File: src/hw/rtl/lrs_pkg.sv
// Shared types, codes and the key-step function of the record scrambler.
package lrs_pkg;

   // Configuration register indexes
   localparam logic CSR_MODE = 1'b0;
   localparam logic CSR_SEED = 1'b1;

   // Mode codes; any other code forwards bytes unchanged
   localparam logic [1:0] MODE_SCRAMBLE   = 2'd0;
   localparam logic [1:0] MODE_UNSCRAMBLE = 2'd1;
   localparam logic [1:0] MODE_PASS       = 2'd2;

   localparam int KEY_W = 29;

   typedef logic [KEY_W-1:0] key_type;

   typedef struct packed {
      logic        start_of_image;
      logic [7:0]  data_byte;
      logic        is_data_record;
      logic [7:0]  record_byte_count;
      logic [31:0] record_address;
   } req_type;

   typedef struct packed {
      logic [7:0] out_byte;
      logic       last_of_run;
   } rsp_type;

   // One shift-left step; new bit is XNOR of bits 28 and 26
   function automatic key_type key_next(input key_type k);
      key_next = {k[KEY_W-2:0], ~(k[28] ^ k[26])};
   endfunction

endpackage

File: src/hw/rtl/lfsr_record_scrambler_unit.sv
// Top level of the record scrambler: key register, pair holding and result queue.
//
// Usage: payload bytes of firmware-image records enter on the req_ channel, one
// per transfer, together with their record's type, byte count and address.
// Transformed bytes leave on the rsp_ channel; each input causes zero, one or
// two result transfers, and last_of_run marks the final one of an input.
// A byte at an even position of a swapping record is held and gives no result
// until its partner arrives. The csr_ port writes mode and seed; the user must write them
// only while idle, as the block does not enforce it. Results are queued with their input
// transfer and offered once older ones have left. Throughput: one input per cycle; the
// input side stalls only when the four-entry result queue has fewer than two free entries,
// so with an unstalled receiver the block runs at one byte per cycle indefinitely.
// Reset: mode returns to pass through, seed and key clear, nothing is held
// and the result queue empties. When the receiver stalls, the queue fills
// and req_stall rises once less than two entries remain free.
module lfsr_record_scrambler_unit (
   input  logic             clock,
   input  logic             reset,
   input  logic             req_valid,
   output logic             req_stall,
   input  lrs_pkg::req_type req_data,
   output logic             rsp_valid,
   input  logic             rsp_stall,
   output lrs_pkg::rsp_type rsp_data,
   input  logic             csr_write,
   input  logic             csr_index,
   input  logic [31:0]      csr_wdata
);

   localparam int QDEPTH = 4;

   logic [1:0]       mode_ff;
   lrs_pkg::key_type seed_ff;
   lrs_pkg::key_type key_ff, key_in;
   logic [7:0]       held_ff, held_in;
   logic             held_valid_ff, held_valid_in;
   logic [7:0]       pos_ff, pos_in;

   lrs_pkg::rsp_type queue_ff [QDEPTH];
   logic [1:0]       wr_ptr_ff, rd_ptr_ff;
   logic [2:0]       count_ff;

   logic             req_xfer, rsp_xfer;
   lrs_pkg::key_type key_cur, key_adv;
   logic [7:0]       pos_cur;
   logic             hv_cur;
   logic             active, swap, odd;
   logic [8:0]       pos_sum;
   logic [7:0]       res0, res1;
   logic [1:0]       res_n;

   assign req_xfer  = req_valid && !req_stall;
   assign rsp_xfer  = rsp_valid && !rsp_stall;
   assign req_stall = count_ff > 3'd2;
   assign rsp_valid = count_ff != 3'd0;
   assign rsp_data  = queue_ff[rd_ptr_ff];

   // Configuration registers
   always_ff @(posedge clock) begin
      if (reset) begin
         mode_ff <= lrs_pkg::MODE_PASS;
         seed_ff <= '0;
      end else if (csr_write) begin
         case (csr_index)
            lrs_pkg::CSR_MODE: mode_ff <= csr_wdata[1:0];
            lrs_pkg::CSR_SEED: seed_ff <= csr_wdata[lrs_pkg::KEY_W-1:0];
            default: ;
         endcase
      end
   end

   // Transform of one byte: start-of-image reload, swap decision, results
   always_comb begin
      key_cur = req_data.start_of_image ? seed_ff : key_ff;
      pos_cur = req_data.start_of_image ? 8'd0 : pos_ff;
      hv_cur  = req_data.start_of_image ? 1'b0 : held_valid_ff;
      key_adv = lrs_pkg::key_next(key_cur);
      active  = req_data.is_data_record &&
                (mode_ff == lrs_pkg::MODE_SCRAMBLE || mode_ff == lrs_pkg::MODE_UNSCRAMBLE);
      swap    = active && !req_data.record_byte_count[0] && req_data.record_byte_count > 8'd2
                && (req_data.record_address[4] || req_data.record_address[7]);
      odd     = pos_cur[0];

      res0          = '0;
      res1          = '0;
      res_n         = 2'd0;
      key_in        = key_cur;
      held_in       = held_ff;
      held_valid_in = hv_cur;

      // Broken pair: held byte goes out first, as stored
      if (hv_cur && !(swap && odd)) begin
         res0          = held_ff;
         res_n         = 2'd1;
         held_valid_in = 1'b0;
      end

      if (swap && !odd) begin
         held_in       = req_data.data_byte ^
                         ((mode_ff == lrs_pkg::MODE_SCRAMBLE) ? key_cur[7:0] : key_adv[7:0]);
         key_in        = key_adv;
         held_valid_in = 1'b1;
      end else if (swap && hv_cur) begin
         // Pair completes: odd byte, then the held byte
         res0          = req_data.data_byte ^
                         ((mode_ff == lrs_pkg::MODE_SCRAMBLE) ? key_cur[7:0] : key_cur[8:1]);
         res1          = held_ff;
         res_n         = 2'd2;
         key_in        = key_adv;
         held_valid_in = 1'b0;
      end else if (active) begin
         if (res_n == 2'd0) res0 = req_data.data_byte ^ key_cur[7:0];
         else               res1 = req_data.data_byte ^ key_cur[7:0];
         res_n  = res_n + 2'd1;
         key_in = key_adv;
      end else begin
         if (res_n == 2'd0) res0 = req_data.data_byte;
         else               res1 = req_data.data_byte;
         res_n = res_n + 2'd1;
      end

      // Byte position wraps at the record's byte count
      pos_sum = {1'b0, pos_cur} + 9'd1;
      pos_in  = (pos_sum >= {1'b0, req_data.record_byte_count}) ? 8'd0 : pos_sum[7:0];
   end

   // Scrambler state
   always_ff @(posedge clock) begin
      if (reset) begin
         key_ff        <= '0;
         held_ff       <= '0;
         held_valid_ff <= 1'b0;
         pos_ff        <= '0;
      end else if (req_xfer) begin
         key_ff        <= key_in;
         held_ff       <= held_in;
         held_valid_ff <= held_valid_in;
         pos_ff        <= pos_in;
      end
   end

   // Result queue entries
   always_ff @(posedge clock) begin
      if (req_xfer) begin
         if (res_n != 2'd0) begin
            queue_ff[wr_ptr_ff] <= '{out_byte: res0, last_of_run: (res_n == 2'd1)};
         end
         if (res_n == 2'd2) begin
            queue_ff[wr_ptr_ff + 2'd1] <= '{out_byte: res1, last_of_run: 1'b1};
         end
      end
   end

   // Result queue pointers and fill count
   always_ff @(posedge clock) begin
      if (reset) begin
         wr_ptr_ff <= '0;
         rd_ptr_ff <= '0;
         count_ff  <= '0;
      end else begin
         if (req_xfer) wr_ptr_ff <= wr_ptr_ff + res_n;
         if (rsp_xfer) rd_ptr_ff <= rd_ptr_ff + 2'd1;
         count_ff <= count_ff + (req_xfer ? {1'b0, res_n} : 3'd0) - {2'b0, rsp_xfer};
      end
   end

`ifndef ASSERT_OFF
   a_queue_bound: assert property (@(posedge clock) disable iff (reset)
      count_ff <= 3'(QDEPTH))
      else $error("result queue overfilled");

   a_silent_holds: assert property (@(posedge clock) disable iff (reset)
      req_xfer && res_n == 2'd0 |=> held_valid_ff)
      else $error("input without result left no held byte");

   a_pass_keeps_key: assert property (@(posedge clock) disable iff (reset)
      req_xfer && !req_data.start_of_image &&
      !(mode_ff == lrs_pkg::MODE_SCRAMBLE || mode_ff == lrs_pkg::MODE_UNSCRAMBLE)
      |=> $stable(key_ff))
      else $error("key advanced in pass mode");
`endif

endmodule

File: config.mk
export PLATFORM = sky130hd
export DESIGN_NAME = lfsr_record_scrambler_unit
export DESIGN_NICKNAME = d
export VERILOG_FILES = /design/src/hw/rtl/lrs_pkg.sv /design/src/hw/rtl/lfsr_record_scrambler_unit.sv
export SDC_FILE = /design/constraint.sdc
export NUM_CORES = 1
export LEC_CHECK = 0
export BUFFER_PORTS_ARGS = -buffer_cell sky130_fd_sc_hd__buf_2
export CAP_MARGIN = 0
export CORE_MARGIN = 2
export CORE_UTILIZATION = 59
export CTS_BUF_LIST = sky130_fd_sc_hd__clkbuf_16
export CTS_CLUSTER_SIZE = 25
export DETAILED_ROUTE_END_ITERATION = 10
export PLACE_DENSITY = 0.84
export SLEW_MARGIN = 40
export SYNTH_ARGS = -nofsm -noshare
export SYNTH_HDL_FRONTEND = slang
export SYNTH_SLANG_ARGS = --single-unit
export TNS_END_PERCENT = 50
File: constraint.sdc
create_clock -name clock -period 9.3 [get_ports clock]
set_input_delay 0.465 -clock clock [delete_from_list [all_inputs] [get_ports clock]]
set_output_delay 0.465 -clock clock [all_outputs]
set_load 0.005 [all_outputs]
==> summary.md <==
| Metric | Value |
|---|---|
| Status | completed |
| Worst setup EP type | flop |
| Peak VDD IR | 0.000134 V |
| DP Wirelength | 10.4 mm |
| Leak | 0.00278 µW |
| DR vias | 5,521 |
| Global-route wire length before repair | 26.2 mm |
| RR Endpoint | pos_ff[7] |
| Initial antenna violation count | 2 |
| Maximum buffer depth of the clock tree | 2 |
| Placed insts | 871 |
| Pre-antenna DRT Iters | 5 |
| Crit path time final | 4.02 ns |
| Hold Fails Final Rpt | 0 |
| Hold Crit Start | csr_wdata[18] |
| Post-Syn Area | 6570 µm² |
| Pin count of the biggest net entering global routing | 80 |
| Share of layout cells above drive strength 1 | 0.202 |
| Pwr per Cell Area | 212 nW/µm² |
| CP arrival | 4.37 ns |
| RSZ-0062 raised after global routing | no |
| Vias in the first global route | 5,419 |
| # rows | 38 |
| Clk slew on worst S/H paths | 0.06 ns |
| Setup bufs post-CTS | 0 |
| Total Neg Setup Slack | 0 ns |
| Worst Reg-to-Reg Cells | 12 |
| Reg2Reg Setup Slack | 5.44 ns |
| Clk_skew | 0.0152 ns |
| CTS tree | yes |
| Gr ovfl total | 0 |
| Yosys top cell area share | 0.274 |
| Die ar. | 12,000 µm² |
| Post-synth top cells | nand2_1, dfxtp_1, a21oi_1 |
| DR vias/cell | 6.11 |
| Antenna-violating nets left | 0 |
| Fraction of the yosys area taken by sequential cells | 0.421 |
| Synth Area per Inst | 9.27 µm² |
| Synth warn | 0 |
| Final wirelength | 16.0 mm |
| Syn Inst Count | 708 |
| Number of flops mapped to enable cells by yosys | 32 |
| H-tree lvl count | 4 |
| Layout fillers | 800 |
| Final Slew Violations | 0 |
| Post-Syn Nets | 810 |
| Iter 0 DRT Violations | 373 |
| Worst Tran Pin Value | 0.847 ns |
| Die W | 109 µm |
| Hold endpoint | seed_ff[18] |
| Num CTS Buffers | 17 |
| Total global-route track usage | 0.282 |
| Fin nets | 852 |
| Seq cells post-synth | 122 |
| Largest cells by area after synthesis | dfxtp_1, edfxtp_1, nand2_1 |
| Worst Path Max Fanout | 49 |
| Top FF cell, synth | dfxtp_1 |
| Remaining DRCs | 0 |
| Ys async rst share | 0 |
| Tcrit/Tclk final | 0.432 |
| CTS root buf | clkbuf_16 |
| Maximum clock rate | 249 MHz |
| Critical path class | input port to flop |
| Relative slew slack | 0.435 |
| Drt wl/cell | 17.7 µm |
| Top-count cell post-synth | nand2_1 |
| Area Growth Syn to Fin | 14.1% |
| Hold path depth | 3 |
| Cell accounting for the most synthesized area | dfxtp_1 |
| Synth cell types | 52 |
| Antenna diode count | 0 |
| Min-Delay Path Class | input port to flop |
| Die H | 109 µm |
| Worst r2r src | pos_ff[0] |
| Startpoint Class | input port |
| PostCTS Resize Cnt | 0 |
| Clock latency on the worst-skew pair | 0.42 ns |
| Total of max-cap violations | 0 |
| Fin cells | 903 |
| I/O pins | 99 |
| GPL Wtd Cong | 0.848 |
| CTS hold repair buffers | 0 |
| Initial Util | 0.606 |
| Req. time, crit path | 9.65 ns |
| Core ar. | 10,800 µm² |
| Endpoints failing setup | 0 |
| Clock net sink count | 122 |
| PortBufs | 65 |
==> routing by layer <==
layer / wire [µm] / GRT usage
met1: 6530 / 0.336
met2: 7980 / 0.478
met3: 975 / 0.0605
met4: 465 / 0.146
met5: 8 / 0
==> registers in the layout, indices dropped and copies added, names as in the netlist, named ones only <==
name,flops
queue_ff,36
key_ff,29
seed_ff,29
held_ff,8
pos_ff,8
count_ff,3
mode_ff,2
rd_ptr_ff,2
wr_ptr_ff,2
held_valid_ff,1
==> final cells by class <==
class / instances / area, µm² / share of cell area
Tap cell: 140 / 175 / 0.0234
Clock buffer: 19 / 475 / 0.0635
Clock inverter: 13 / 123 / 0.0164
Multi-Input combinational cell: 526 / 3530 / 0.472
Sequential cell: 122 / 2760 / 0.369
Timing Repair Buffer: 71 / 374 / 0.0499
Inverter: 12 / 45.0 / 0.00601
==> per-stage QoR <==
| stage | power (µW) | util | hold slack [ns] | cell area [µm²] | setup slack, ns |
|---|---|---|---|---|---|
| finish | 1590 | 0.691 | 0.285 | 7490 | 5.28 |
| global route | 1650 | 0.691 | 0.274 | 7490 | 5.02 |
| CTS | 1580 | 0.691 | 0.280 | 7490 | 5.36 |
| detailed placement | 929 | 0.635 | 0.443 | 6890 | 5.01 |
| global placement | 911 | 0.634 | 0.437 | 6880 | 5.07 |
| floorplan | 840 | - | 0.429 | 6570 | 5.77 |
==> cell families (layout without fill, tap and decap cells) <==
kind of cell             after synthesis  in the layout  share of synthesized area
AO/OA/AOI/OAI                        176            176                      0.172
XOR/XNOR                              37             37                     0.0494
adder cells (fa/ha/maj)               14             14                     0.0278
buffers and inverters                 60            115                     0.0425
flip-flops                           122            122                      0.421
multiplexers                          51             51                      0.118
AND/OR/NAND/NOR                      248            248                      0.170
==> worst max-delay path by stage <==
stage	startpoint	endpoint	slack, ns	cells after the start
detailed placement	req_data[49]	pos_ff[7]	5.01	14
floorplan	req_data[49]	pos_ff[0]	5.77	15
finish	req_data[49]	pos_ff[7]	5.28	14
CTS	req_data[49]	pos_ff[5]	5.36	14
global route	req_data[49]	pos_ff[7]	5.02	14
global placement	req_data[49]	pos_ff[0]	5.07	14
==> where the power goes <==
part	internal [µW]	switching, µW	total [µW]
combinational	129	162	291
clock	422	241	663
sequential	594	40.4	635
==> worst max-delay path: stages <==
cell       delay [ns]
buf_2            0.10
buf_4            0.31
nand2b_1         0.36
inv_1            0.37
ha_1             0.25
nand3_1          0.13
nor3_1           0.35
xor2_1           0.25
ha_1             0.29
a21o_1           0.19
a2111oi_0        0.41
o21ai_0          0.22
nor2_1           0.42
a32o_1           0.25
==> placed cells by master, fill, tap and decap left out, types with 3 or more instances in the layout <==
master / n
and3_1: 5
nand2b_1: 3
a211oi_1: 9
dfxtp_1: 90
or3_1: 4
edfxtp_1: 32
nor3_1: 8
nand3_2: 4
nor2_1: 64
mux2i_1: 28
o31ai_1: 6
a32o_1: 4
o21ai_0: 19
nand2_1: 129
clkinv_2: 3
buf_2: 65
a22o_1: 3
xnor2_1: 31
a21oi_1: 69
nand3_1: 8
mux4_2: 21
xor2_1: 6
o211ai_1: 3
o21a_1: 4
clkbuf_16: 19
a31oi_1: 4
o21ai_2: 8
nor2b_1: 10
o22ai_1: 33
a211oi_2: 3
inv_1: 13
ha_1: 13
buf_4: 5
Note: power is estimated with default switching activity, not from simulation.
